File: src/rtl/core/bvsm_pkg.sv
package bvsm_pkg;

  localparam int TABLE_POINTS = 12;
  localparam int SEGMENTS = TABLE_POINTS - 1;
  localparam int MV_W = 16;
  localparam int SOC_W = 14;
  localparam int GAIN_W = 20;
  localparam int SPAN_W = 13;
  localparam int QUO_W = 10;
  localparam int ACC_W = 36;
  localparam int OPND_W = SPAN_W + QUO_W;
  localparam int MPL_W = 16;
  localparam int STEP_W = 4;
  localparam int SEG_W = 4;
  localparam int CFG_IDX_W = 1;
  localparam int CFG_DATA_W = GAIN_W;

  localparam logic [GAIN_W-1:0] GAIN_RESET = GAIN_W'(73620);
  localparam logic [MV_W-1:0] MIN_MV_RESET = MV_W'(32000);

  localparam logic [CFG_IDX_W-1:0] REG_VOLTAGE_GAIN = 1'b0;
  localparam logic [CFG_IDX_W-1:0] REG_MIN_VOLTAGE = 1'b1;

  localparam logic [STEP_W-1:0] MUL_LAST_STEP = STEP_W'(MPL_W - 1);
  localparam logic [STEP_W-1:0] DIV_LAST_STEP = STEP_W'(QUO_W - 1);

  localparam logic [MV_W-1:0] TABLE_MV [TABLE_POINTS] = '{
    16'd30000, 16'd34500, 16'd36800, 16'd37400, 16'd37700, 16'd37900,
    16'd38200, 16'd38700, 16'd39200, 16'd39800, 16'd40600, 16'd42000
  };

  localparam logic [SOC_W-1:0] TABLE_SOC [TABLE_POINTS] = '{
    14'd0, 14'd500, 14'd1000, 14'd2000, 14'd3000, 14'd4000,
    14'd5000, 14'd6000, 14'd7000, 14'd8000, 14'd9000, 14'd10000
  };

  typedef enum logic [2:0] {
    ST_IDLE,
    ST_MUL_MV,
    ST_SAT,
    ST_SEG,
    ST_MUL_SOC,
    ST_DIV,
    ST_OUT
  } state_t;

  // The segment is the last table point at or below the voltage, clamped so
  // that the top end point falls in the last segment.
  function automatic logic [SEG_W-1:0] seg_of(input logic [MV_W-1:0] mv);
    logic [SEG_W-1:0] seg;
    seg = '0;
    for (int i = 1; i < SEGMENTS; i++) begin
      if (mv >= TABLE_MV[i]) begin
        seg = SEG_W'(i);
      end
    end
    return seg;
  endfunction

  function automatic logic [SPAN_W-1:0] seg_span(input logic [SEG_W-1:0] seg);
    logic [MV_W-1:0] diff;
    diff = '0;
    for (int i = 0; i < SEGMENTS; i++) begin
      if (seg == SEG_W'(i)) begin
        diff = TABLE_MV[i+1] - TABLE_MV[i];
      end
    end
    return diff[SPAN_W-1:0];
  endfunction

  function automatic logic [SOC_W-1:0] seg_rise(input logic [SEG_W-1:0] seg);
    logic [SOC_W-1:0] diff;
    diff = '0;
    for (int i = 0; i < SEGMENTS; i++) begin
      if (seg == SEG_W'(i)) begin
        diff = TABLE_SOC[i+1] - TABLE_SOC[i];
      end
    end
    return diff;
  endfunction

  function automatic logic [MV_W-1:0] seg_base_mv(input logic [SEG_W-1:0] seg);
    logic [MV_W-1:0] base;
    base = '0;
    for (int i = 0; i < SEGMENTS; i++) begin
      if (seg == SEG_W'(i)) begin
        base = TABLE_MV[i];
      end
    end
    return base;
  endfunction

  function automatic logic [SOC_W-1:0] seg_base_soc(input logic [SEG_W-1:0] seg);
    logic [SOC_W-1:0] base;
    base = '0;
    for (int i = 0; i < SEGMENTS; i++) begin
      if (seg == SEG_W'(i)) begin
        base = TABLE_SOC[i];
      end
    end
    return base;
  endfunction

endpackage

File: src/rtl/core/battery_voltage_soc_monitor.sv
// Battery voltage and state-of-charge monitor. Every conversion beat accepted
// while idle is added to a saturating sum; a failed conversion still counts.
// The beat that completes a group of SAMPLES_PER_READING conversions starts the
// reading, and the input stalls until the reading has moved to the output
// register (16 multiply steps for the voltage, 16 for the interpolation
// product, 10 restoring divide steps and the saturation, segment lookup and
// output states), all on one shared 36-bit add/subtract unit, plus any wait
// for the output register to empty. Configuration writes are always accepted.
module battery_voltage_soc_monitor
  import bvsm_pkg::*;
#(
  parameter int SAMPLES_PER_READING = 10,
  parameter int ADC_BITS = 12
) (
  input  logic                  clk,
  input  logic                  rst,
  input  logic                  in_valid,
  output logic                  in_stall,
  input  logic [11:0]           adc_sample,
  input  logic                  conversion_ok,
  output logic                  out_valid,
  input  logic                  out_stall,
  output logic [MV_W-1:0]       voltage_mv,
  output logic [SOC_W-1:0]      percent_hundredths,
  output logic                  out_of_range,
  output logic                  low_voltage,
  input  logic                  cfg_valid,
  output logic                  cfg_ready,
  input  logic [CFG_IDX_W-1:0]  cfg_index,
  input  logic [CFG_DATA_W-1:0] cfg_data
);

  localparam int CNT_W = (SAMPLES_PER_READING > 1) ? $clog2(SAMPLES_PER_READING) : 1;
  localparam logic [CNT_W-1:0] LAST_COUNT = CNT_W'(SAMPLES_PER_READING - 1);
  localparam logic [11:0] SAMPLE_MASK =
    (ADC_BITS >= 12) ? 12'hFFF : 12'((1 << ADC_BITS) - 1);

  state_t state;
  state_t state_next;

  logic [GAIN_W-1:0] voltage_gain;
  logic [MV_W-1:0]   min_voltage_mv;
  logic [MV_W-1:0]   sample_sum;
  logic [CNT_W-1:0]  sample_count;

  logic [ACC_W-1:0]  acc;
  logic [OPND_W-1:0] opnd;
  logic [MPL_W-1:0]  mplier;
  logic [STEP_W-1:0] step;
  logic [MV_W-1:0]   mv;
  logic [SEG_W-1:0]  seg;
  logic              in_span;
  logic              low_flag;

  logic [ACC_W-1:0]  au_a;
  logic [ACC_W-1:0]  au_b;
  logic              au_cin;
  logic [ACC_W:0]    au_sum;

  logic              in_beat;
  logic              out_free;
  logic [MV_W-1:0]   sum_sat;
  logic [SEG_W-1:0]  seg_now;

  assign in_beat   = in_valid && !in_stall;
  assign in_stall  = (state != ST_IDLE);
  assign cfg_ready = 1'b1;
  assign out_free  = !out_valid || !out_stall;
  assign seg_now   = seg_of(mv);

  assign au_sum = {1'b0, au_a} + {1'b0, au_b} + {{ACC_W{1'b0}}, au_cin};

  assign sum_sat = (au_sum[ACC_W-1:MV_W] != '0) ? {MV_W{1'b1}} : au_sum[MV_W-1:0];

  always_comb begin
    state_next = state;
    au_a   = '0;
    au_b   = '0;
    au_cin = 1'b0;
    case (state)
      ST_IDLE: begin
        au_a = {{(ACC_W-MV_W){1'b0}}, sample_sum};
        au_b = conversion_ok ? {{(ACC_W-12){1'b0}}, adc_sample & SAMPLE_MASK} : '0;
        if (in_beat && sample_count == LAST_COUNT) begin
          state_next = ST_MUL_MV;
        end
      end
      ST_MUL_MV, ST_MUL_SOC: begin
        au_a = {acc[ACC_W-2:0], 1'b0};
        au_b = mplier[MPL_W-1] ? {{(ACC_W-OPND_W){1'b0}}, opnd} : '0;
        if (step == MUL_LAST_STEP) begin
          state_next = (state == ST_MUL_MV) ? ST_SAT : ST_DIV;
        end
      end
      ST_SAT: begin
        state_next = ST_SEG;
      end
      ST_SEG: begin
        au_a   = {{(ACC_W-MV_W){1'b0}}, mv};
        au_b   = ~{{(ACC_W-MV_W){1'b0}}, seg_base_mv(seg_now)};
        au_cin = 1'b1;
        state_next = ST_MUL_SOC;
      end
      ST_DIV: begin
        au_a   = acc;
        au_b   = ~{{(ACC_W-OPND_W){1'b0}}, opnd};
        au_cin = 1'b1;
        if (step == DIV_LAST_STEP) begin
          state_next = ST_OUT;
        end
      end
      ST_OUT: begin
        au_a = {{(ACC_W-SOC_W){1'b0}}, seg_base_soc(seg)};
        au_b = {{(ACC_W-QUO_W){1'b0}}, mplier[QUO_W-1:0]};
        if (out_free) begin
          state_next = ST_IDLE;
        end
      end
      default: begin
        state_next = ST_IDLE;
      end
    endcase
  end

  always_ff @(posedge clk) begin
    if (rst) begin
      state <= ST_IDLE;
    end else begin
      state <= state_next;
    end
  end

  always_ff @(posedge clk) begin
    if (rst) begin
      voltage_gain   <= GAIN_RESET;
      min_voltage_mv <= MIN_MV_RESET;
    end else if (cfg_valid && cfg_ready) begin
      case (cfg_index)
        REG_VOLTAGE_GAIN: voltage_gain   <= cfg_data;
        REG_MIN_VOLTAGE:  min_voltage_mv <= cfg_data[MV_W-1:0];
        default: begin
        end
      endcase
    end
  end

  always_ff @(posedge clk) begin
    if (rst) begin
      sample_sum   <= '0;
      sample_count <= '0;
    end else if (in_beat) begin
      if (sample_count == LAST_COUNT) begin
        sample_sum   <= '0;
        sample_count <= '0;
      end else begin
        sample_sum   <= sum_sat;
        sample_count <= sample_count + 1'b1;
      end
    end
  end

  always_ff @(posedge clk) begin
    case (state)
      ST_IDLE: begin
        acc    <= '0;
        opnd   <= {{(OPND_W-GAIN_W){1'b0}}, voltage_gain};
        mplier <= sum_sat;
        step   <= '0;
      end
      ST_MUL_MV: begin
        acc    <= au_sum[ACC_W-1:0];
        mplier <= {mplier[MPL_W-2:0], 1'b0};
        step   <= step + 1'b1;
      end
      ST_SAT: begin
        mv <= (acc[ACC_W-1:MV_W+MV_W] != '0) ? {MV_W{1'b1}} : acc[MV_W+MV_W-1:MV_W];
      end
      ST_SEG: begin
        seg      <= seg_now;
        in_span  <= (mv >= TABLE_MV[0]) && (mv <= TABLE_MV[TABLE_POINTS-1]);
        low_flag <= (mv < min_voltage_mv);
        acc      <= '0;
        opnd     <= {{(OPND_W-SPAN_W){1'b0}}, au_sum[SPAN_W-1:0]};
        mplier   <= {{(MPL_W-SOC_W){1'b0}}, seg_rise(seg_now)};
        step     <= '0;
      end
      ST_MUL_SOC: begin
        acc <= au_sum[ACC_W-1:0];
        if (step == MUL_LAST_STEP) begin
          opnd   <= {seg_span(seg), {QUO_W-1{1'b0}}, 1'b0} >> 1;
          mplier <= '0;
          step   <= '0;
        end else begin
          mplier <= {mplier[MPL_W-2:0], 1'b0};
          step   <= step + 1'b1;
        end
      end
      ST_DIV: begin
        if (au_sum[ACC_W]) begin
          acc <= au_sum[ACC_W-1:0];
        end
        mplier <= {mplier[MPL_W-2:0], au_sum[ACC_W]};
        opnd   <= opnd >> 1;
        step   <= step + 1'b1;
      end
      default: begin
      end
    endcase
  end

  always_ff @(posedge clk) begin
    if (rst) begin
      out_valid <= 1'b0;
    end else if (state == ST_OUT && out_free) begin
      out_valid <= 1'b1;
    end else if (!out_stall) begin
      out_valid <= 1'b0;
    end
  end

  always_ff @(posedge clk) begin
    if (state == ST_OUT && out_free) begin
      voltage_mv         <= mv;
      percent_hundredths <= in_span ? au_sum[SOC_W-1:0] : '0;
      out_of_range       <= !in_span;
      low_voltage        <= low_flag;
    end
  end

endmodule

File: config.mk
export PLATFORM = sky130hd
export DESIGN_NAME = battery_voltage_soc_monitor
export DESIGN_NICKNAME = d
export VERILOG_FILES = /design/src/rtl/core/bvsm_pkg.sv /design/src/rtl/core/battery_voltage_soc_monitor.sv
export SDC_FILE = /design/constraint.sdc
export NUM_CORES = 1
export LEC_CHECK = 0
export BUFFER_PORTS_ARGS = -buffer_cell sky130_fd_sc_hd__buf_2
export CORE_ASPECT_RATIO = 1.4
export CORE_MARGIN = 2
export CORE_UTILIZATION = 58
export CTS_BUF_LIST = sky130_fd_sc_hd__clkbuf_8
export CTS_CLUSTER_DIAMETER = 60
export DETAILED_ROUTE_END_ITERATION = 16
export PLACE_DENSITY = 0.84
export SLEW_MARGIN = 5
export SYNTH_ARGS = -nofsm -noshare
export SYNTH_HDL_FRONTEND = slang
export SYNTH_SLANG_ARGS = --single-unit
export TNS_END_PERCENT = 5
File: constraint.sdc
create_clock -name clk -period 5.8 [get_ports clk]
set_input_delay 0.29 -clock clk [delete_from_list [all_inputs] [get_ports clk]]
set_output_delay 0.29 -clock clk [all_outputs]
set_load 0.005 [all_outputs]
### After elaboration in Yosys (flattened, before gate mapping)

Index checks and enable logic that the tools add are counted.
Widths: inputs -> output; s select.

| storage, ports and cells | value |
|---|---|
| memories kept | 0 |
| RAM bits | 0 |
| word-level logic and storage cells | 180 |
| input bits | 39 |
| bits in latches | 0 |
| output and inout port bits | 35 |
| bits in registers | 193 |
| memory bits (read-only) | 0 |

| cells by class | value |
|---|---|
| mux-type cells | 78 |
| shift operators | 0 |
| multipliers | 0 |
| reductions and logical operators | 28 |
| add/sub/neg operators | 4 |
| bitwise operators | 3 |
| $lt $le $gt $ge | 13 |
| divide/modulo/power cells | 0 |
| eq/ne operators | 36 |

Operators with widths:

| kind | number |
|---|---|
| $pmux 36 s5 | 2 |
| $mux 14 | 19 |
| $mux 16 | 14 |
| $ge 16x16->1 const B | 10 |
| $mux 13 | 11 |
| $pmux 36 s3 | 1 |
| $pmux 23 s4 | 1 |
| $pmux 16 s5 | 1 |
| $mux 23 | 2 |
| $add 36x36->37 | 1 |
| $add 37x1->37 | 1 |
| $eq 4x4->1 const B | 9 |
| $mux 36 | 1 |
| $not 16->36 | 1 |
| $not 23->36 | 1 |
| $eq 4x3->1 const B | 8 |
| $mux 4 | 7 |
| $mux 3 | 7 |
| $reduce_bool 20->1 | 1 |
| $mux 9 | 2 |
| $pmux 3 s6 | 1 |
| $eq 4x2->1 const B | 4 |
| $ge 16x15->1 const B | 1 |
| $le 16x16->1 const B | 1 |
| other kinds (25) | 55 |

### Depth between registers and ports, before layout

| depth | value |
|---|---|
| depth in word-level cells | 31 |
| gate-level depth with buffers | 27 |
| depth with buffers taken out | 23 |

### Least setup slack after synthesis

No wires, ideal clock.

| timing | value |
|---|---|
| path kind | register -> register |
| from | reg mv[13] |
| to | reg acc[0] (enable) |
| period minus slack after synthesis | 5.793 ns |
| stages on the path, launching flop included | 23 |
| arrival | 5.399 ns |
| path buffers | 2 |
| library setup time | 0.394 ns |
| path slack | 0.007 ns |
| required time | 5.406 ns |
| path through | edfxtp_1 -> clkbuf_1 -> nor4bb_1 -> nand2_1 -> o21ai_1 -> nor2_1 -> a21oi_1 -> nand2_1 -> xor2_1 -> a21oi_1 -> o21ai_0 -> ha_1 -> clkbuf_1 -> nand2_1 -> or3_1 -> o22ai_1 -> a211oi_2 -> o21ai_0 -> a31oi_1 -> nor2b_1 -> o21a_1 -> o21ai_0 -> nand2_1 |

| between the ends | value |
|---|---|
| elaborated cells between the ends (all ways) | 50 |
| classes of those cells | add/sub: 2; order compare: 10; eq/ne: 11; mux: 24; bitwise: 1; reduce/logical: 2 |

RTL lines:

| element | RTL line | RTL |
|---|---|---|
| start: declaration | battery_voltage_soc_monitor.sv:50 | `logic [MV_W-1:0] mv;` |
| start signal: assignment | battery_voltage_soc_monitor.sv:176 | `mv <= (acc[ACC_W-1:MV_W+MV_W] != '0) ? {MV_W{1'b1}} : acc[MV_W+MV_W-1:MV_W];` |
| $ge 16x16->1 | bvsm_pkg.sv:53 | `if (mv >= TABLE_MV[i]) begin` |
| $mux 4 (3 in a row) | bvsm_pkg.sv:53 |  |
| $mux 4 * | bvsm_pkg.sv:53 |  |
| named net seg_now[3] | battery_voltage_soc_monitor.sv:63 | `logic [SEG_W-1:0] seg_now;` |
| $logic_not 4->1 | bvsm_pkg.sv:86 | `if (seg == SEG_W'(i)) begin` |
| $mux 15 | bvsm_pkg.sv:86 |  |
| $mux 16 (9 in a row) | bvsm_pkg.sv:86 |  |
| $mux 16 * | bvsm_pkg.sv:86 |  |
| $mux 16 * | battery_voltage_soc_monitor.sv:80 | `case (state)` |
| $not 16->36 * | battery_voltage_soc_monitor.sv:100 | `au_b = ~{{(ACC_W-MV_W){1'b0}}, seg_base_mv(seg_now)};` |
| $pmux 36 s5 * | battery_voltage_soc_monitor.sv:80 |  |
| $add 36x36->37 * | battery_voltage_soc_monitor.sv:71 | `assign au_sum = {1'b0, au_a} + {1'b0, au_b} + {{ACC_W{1'b0}}, au_cin};` |
| $add 37x1->37 * | battery_voltage_soc_monitor.sv:71 |  |
| $ne 2x2->1 (no line) * | - |  |
| $reduce_and 2->1 (no line) * | - |  |
| end signal: assignment | battery_voltage_soc_monitor.sv:171 | `acc <= au_sum[ACC_W-1:0];` |
| end signal: assignment | battery_voltage_soc_monitor.sv:188 | `acc <= au_sum[ACC_W-1:0];` |
| end signal: assignment | battery_voltage_soc_monitor.sv:200 | `acc <= au_sum[ACC_W-1:0];` |
| end: declaration | battery_voltage_soc_monitor.sv:46 | `logic [ACC_W-1:0] acc;` |

Mark *: on every way through the listed nets, which the timed path passes. The rest lies on a longest branch. The select of a mux whose other input is x is not followed.
A chain may end at the register's enable or synchronous reset.

### Worst setup path in the final report

| timing | value |
|---|---|
| from | reg mv[3] |
| to | reg mplier[4], data pin |

| between the ends | value |
|---|---|
| cells in the longest elaborated chain, start to end | 31 |
| elaborated cells between the ends (all ways) | 62 |
| classes of those cells | add/sub: 2; order compare: 10; eq/ne: 10; mux: 37; bitwise: 1; reduce/logical: 2 |

RTL lines:

| element | RTL line | RTL |
|---|---|---|
| $ge 16x16->1 | bvsm_pkg.sv:53 |  |
| $mux 1 | bvsm_pkg.sv:53 |  |
| $mux 2 (2 in a row) | bvsm_pkg.sv:53 |  |
| $mux 3 (2 in a row) | bvsm_pkg.sv:53 |  |
| $mux 4 (4 in a row) | bvsm_pkg.sv:53 |  |
| $mux 4 * | bvsm_pkg.sv:53 |  |
| named net seg_now[0] | battery_voltage_soc_monitor.sv:63 |  |
| $logic_not 4->1 | bvsm_pkg.sv:75, bvsm_pkg.sv:86 |  |
| [11 not listed] | - |  |
| $mux 16 | battery_voltage_soc_monitor.sv:80 |  |
| $not 16->36 | battery_voltage_soc_monitor.sv:100 |  |
| $pmux 36 s5 | battery_voltage_soc_monitor.sv:80 |  |
| $add 36x36->37 | battery_voltage_soc_monitor.sv:71 |  |
| $add 37x1->37 | battery_voltage_soc_monitor.sv:71 |  |
| $reduce_bool 20->1 | battery_voltage_soc_monitor.sv:73 | `assign sum_sat = (au_sum[ACC_W-1:MV_W] != '0) ? {MV_W{1'b1}} : au_sum[MV_W-1:0];` |
| $mux 16 | battery_voltage_soc_monitor.sv:73 |  |
| $pmux 16 s5 * | battery_voltage_soc_monitor.sv:163 | `case (state)` |
| end signal: assignment | battery_voltage_soc_monitor.sv:167 | `mplier <= sum_sat;` |
| end signal: assignment | battery_voltage_soc_monitor.sv:172 | `mplier <= {mplier[MPL_W-2:0], 1'b0};` |
| end signal: assignment | battery_voltage_soc_monitor.sv:184 | `mplier <= {{(MPL_W-SOC_W){1'b0}}, seg_rise(seg_now)};` |
| end: declaration | battery_voltage_soc_monitor.sv:48 | `logic [MPL_W-1:0] mplier;` |

Marks and branches as above.

==> summary.md <==
| Metric | Value |
|---|---|
| Result of the run | complete, no violations |
| Worst Setup Path Type | reg2reg |
| Sink count of the clock tree | 192 |
| Timing startpoint of the critical path | mv[3] |
| Count of buffer and inverter cells on the critical path | 4 |
| Clk Latency, worst-skew pair | 500 ps |
| # rows | 62 |
| R2r startpoint | mv[3] |
| Buffer cell driving the clock tree root | sky130_fd_sc_hd__clkbuf_8 |
| Total of warnings raised by yosys | 0 |
| Clock Skews | 21.74 ps |
| Overall overflow remaining after global route | 0 |
| Post-synthesis to final-layout area growth | 18.39% |
| Sequential cell area fraction in the yosys report | 42.97% |
| Max capacitance violation total | 0 |
| Worst Path Arrival | 5930 ps |
| Synth top cells by count | sky130_fd_sc_hd__nand2_1 (200), sky130_fd_sc_hd__edfxtp_1 (132), sky130_fd_sc_hd__a21oi_1 (116) |
| Detailed-route wire length | 40280 um |
| Slew at the pin with the worst max-slew slack | 1204 ps |
| Number of iterations in the first detailed-routing pass | 8 |
| Tmin final | 5739 ps |
| Initial core utilization | 58.91% |
| Chip Width | 125.7 um |
| DIE AREA | 0.02191 sq mm |
| Period utilization | 98.95% |
| Reported leakage power | 5.722 nW |
| Antenna viol nets, final | 0 |
| Avg Synthesized Cell Area | 8.896 sq um |
| Achievable frequency | 174.2 MHz |
| Flop and latch count out of synthesis | 192 |
| Number of buffers inserted by port buffering | 72 |
| Y dimension of the die | 174.3 um |
| Total power density per cell area | 189.7 mW/mm^2 |
| Clock tree buffer depth | 2 |
| Fraction of final layout cells with drive strength greater than 1 | 22.54% |
| Unique masters post-synth | 80 |
| Maximum VDD drop | 0.1425 mV |
| Top fanout value on the critical path | 6 |
| HPWL Detailed | 30200 um |
| Clock-pin transition on the worst setup and hold timing paths | 100 ps |
| Worst-case register-to-register setup slack | 60 ps |
| Worst EP required | 5990 ps |
| Post-Layout Inst Area | 0.01423 sq mm |
| RSZ-0062 raised after global routing | true |
| # IOs | 74 |
| Core footprint | 0.02040 sq mm |
| Overall power consumption | 2.700 mW |
| Vias per std cell | 6.543 |
| Routed wire per std cell | 22.99 um |
| Depth of the most critical reg-to-reg path | 26 |
| Sort of element at the end of the critical path | flop |
| Vias in the first global route | 10960 |
| Number of buffers created by CTS | 17 |
| Utilization after layout | 69.75% |
| Commonest register cell after synthesis | sky130_fd_sc_hd__edfxtp_1 |
| Finish-stage setup viols | 0 |
| Antenna violations before repair | 0 |
| Critical path's largest stage delay | 590 ps |
| Final-layout setup total negative slack | 0 ps |
| Post-place instance area | 0.01326 sq mm |
| CTS tree | done |
| Type of the worst min-delay path | in2reg |
| Number of stages on the worst setup path | 26 |
| Global-route wire length before repair | 60720 um |
| All-layer global routing usage | 36.20% |
| Number of nets in the finished design | 1575 |
| Element type at the critical path start | flop |
| CTS H-Tree Depth | 4 |
| Ranking of synthesized cells by area | sky130_fd_sc_hd__edfxtp_1 (33%), sky130_fd_sc_hd__dfxtp_1 (10%), sky130_fd_sc_hd__nand2_1 (6.2%) |
| Slew Limit Fails | 0 |
| Most repeated cell in the gate-level netlist after synthesis | sky130_fd_sc_hd__nand2_1 |
| Via Count | 11460 |
| Pin count of the biggest net entering global routing | 47 |
| Number of DRC violations after detailed routing | 0 |
| Dominant delay contributor by cell family on the critical path | compound AO/OA/AOI/OAI gates |
| Global placer's final weighted congestion | 1.022 |
| Number of flops mapped to enable cells by yosys | 132 |
| Cell area after synthesis | 0.01202 sq mm |
| Crit path max-delay cell type | sky130_fd_sc_hd__or4_4 |
| Crit path to | mplier[4] |
| Crit Reg-Reg Endpoint | mplier[4] |
| Post-synthesis async set-or-reset flop share | 0% |
| Count of final hold-check violations | 0 |
| Post-synth net total | 1444 |
| Count of mapped cells out of synthesis | 1351 |
| Relative slew margins | 18.91% |
| Starting DRT DRC Count | 1358 |
| Post-synthesis cell type with the largest combined area | sky130_fd_sc_hd__edfxtp_1 |
| Share of the synthesized area in the top cell type | 32.98% |
worst reg2reg max path, stage by stage, from the launching register on:
cell,delay [ps]
sky130_fd_sc_hd__edfxtp_1,400
sky130_fd_sc_hd__or4_4,560
sky130_fd_sc_hd__a31oi_1,160
sky130_fd_sc_hd__o21bai_1,110
sky130_fd_sc_hd__nand2_1,100
sky130_fd_sc_hd__or2_4,140
sky130_fd_sc_hd__a21oi_4,60
sky130_fd_sc_hd__o21ai_4,210
sky130_fd_sc_hd__nand2_4,120
sky130_fd_sc_hd__buf_6,150
sky130_fd_sc_hd__nor2_4,110
sky130_fd_sc_hd__buf_6,100
sky130_fd_sc_hd__o31ai_2,50
sky130_fd_sc_hd__ha_1,410
sky130_fd_sc_hd__buf_4,170
sky130_fd_sc_hd__nand2_1,60
sky130_fd_sc_hd__o21ai_2,180
sky130_fd_sc_hd__a21oi_2,70
sky130_fd_sc_hd__o211ai_1,370
sky130_fd_sc_hd__a21oi_2,130
sky130_fd_sc_hd__o31a_1,310
sky130_fd_sc_hd__a31oi_1,250
sky130_fd_sc_hd__xor2_1,150
sky130_fd_sc_hd__or4_4,590
sky130_fd_sc_hd__clkbuf_16,200
sky130_fd_sc_hd__nor3_2,190
sky130_fd_sc_hd__a21oi_1,100
flip-flops by register name (all words and copies together), names as in the netlist, 14 cells and up:
name and count:
opnd 22, acc 36, mv 16, min_voltage_mv 16, percent_hundredths 14, voltage_mv 16, mplier 16, sample_sum 16
voltage_gain 20
power breakdown:
group / internal, mW / switching [mW] / total, mW
sequential: 1.50 / 0.0334 / 1.53
combinational: 0.107 / 0.159 / 0.265
clock: 0.394 / 0.507 / 0.901
total: 2.00 / 0.699 / 2.70
cells in the final DEF (no fill, tap or decap), types with 10 or more instances in the layout:
| cell type | instances |
|---|---|
| sky130_fd_sc_hd__a21oi_2 | 15 |
| sky130_fd_sc_hd__edfxtp_1 | 132 |
| sky130_fd_sc_hd__o21a_1 | 10 |
| sky130_fd_sc_hd__nor2_1 | 93 |
| sky130_fd_sc_hd__buf_2 | 72 |
| sky130_fd_sc_hd__a22oi_1 | 31 |
| sky130_fd_sc_hd__a22o_1 | 24 |
| sky130_fd_sc_hd__buf_4 | 125 |
| sky130_fd_sc_hd__o211ai_1 | 19 |
| sky130_fd_sc_hd__mux2i_1 | 13 |
| sky130_fd_sc_hd__clkbuf_8 | 18 |
| sky130_fd_sc_hd__ha_1 | 49 |
| sky130_fd_sc_hd__xnor2_1 | 17 |
| sky130_fd_sc_hd__nand3_1 | 20 |
| sky130_fd_sc_hd__a31oi_1 | 16 |
| sky130_fd_sc_hd__a21oi_1 | 102 |
| sky130_fd_sc_hd__nor3_1 | 20 |
| sky130_fd_sc_hd__nor3_2 | 14 |
| sky130_fd_sc_hd__and2_1 | 22 |
| sky130_fd_sc_hd__and3_1 | 11 |
| sky130_fd_sc_hd__nand4_1 | 14 |
| sky130_fd_sc_hd__o21ai_1 | 25 |
| sky130_fd_sc_hd__nand2_1 | 192 |
| sky130_fd_sc_hd__a21o_1 | 11 |
| sky130_fd_sc_hd__xor2_1 | 18 |
| sky130_fd_sc_hd__o21ai_0 | 77 |
| sky130_fd_sc_hd__nand2b_1 | 21 |
| sky130_fd_sc_hd__nor2b_1 | 15 |
| sky130_fd_sc_hd__inv_1 | 41 |
| sky130_fd_sc_hd__nand3b_1 | 17 |
| sky130_fd_sc_hd__dfxtp_1 | 60 |
cell families after synthesis:
logic type               share of synthesized area [%]
AO/OA/AOI/OAI                                    22.75
buffers and inverters                            4.497
adder cells (fa/ha/maj)                          5.746
flip-flops                                       42.97
XOR/XNOR                                         3.206
multiplexers                                     1.083
AND/OR/NAND/NOR                                  19.72
other                                          0.03120
metrics by stage:
stage	hold WS, ps	instances	setup WS [ps]
after floorplan	400.3	1351	7.345
after global placement	418.7	1703	-158.0
after detailed placement	435.5	1703	-206.9
after CTS	4.614	1737	-43.14
after global routing	19.91	1751	-95.90
final	27.13	1752	61.06
how the worst min path moves through the flow:
stage / depth (start not counted) / startpoint / slack (ps) / to
global route: 3 / cfg_data[18] / 20 / voltage_gain[18]
floorplan: 0 / low_flag / 400 / low_voltage
detailed placement: 0 / low_flag / 440 / low_voltage
finish: 3 / cfg_data[18] / 30 / voltage_gain[18]
CTS: 3 / cfg_data[19] / 5 / voltage_gain[19]
global placement: 0 / low_flag / 420 / low_voltage
cell type report:
cell class | instances | area [sq um]
multi-input cells | 1027 | 6768
repair buffers | 206 | 1439
clock buffers | 18 | 247.7
well taps | 256 | 320.3
diodes | 1 | 2.502
inverters | 38 | 142.6
fillers | 1593 | 6172
flip-flops and latches | 192 | 5165
clock inverters | 14 | 145.1
metal layers:
layer | vias to the layer above | share of wire (%) | global-route usage [%]
met5 | - | 0 | 0
met4 | 0 | 8.5 | 25.56
met3 | 186 | 7.2 | 5.386
met2 | 609 | 47 | 59.82
met1 | 5451 | 37 | 43.08
li1 | 5217 | - | -
repair_timing:
action	in CTS	in global routing
cloned	0	1
setup endpoints to repair	31	62
hold buffers	1	0
endpoints found under the hold margin	1	0
setup buffers	1	13
pin swaps	3	40
gates resized for setup	9	98
Note: power is estimated with default switching activity, not from simulation.
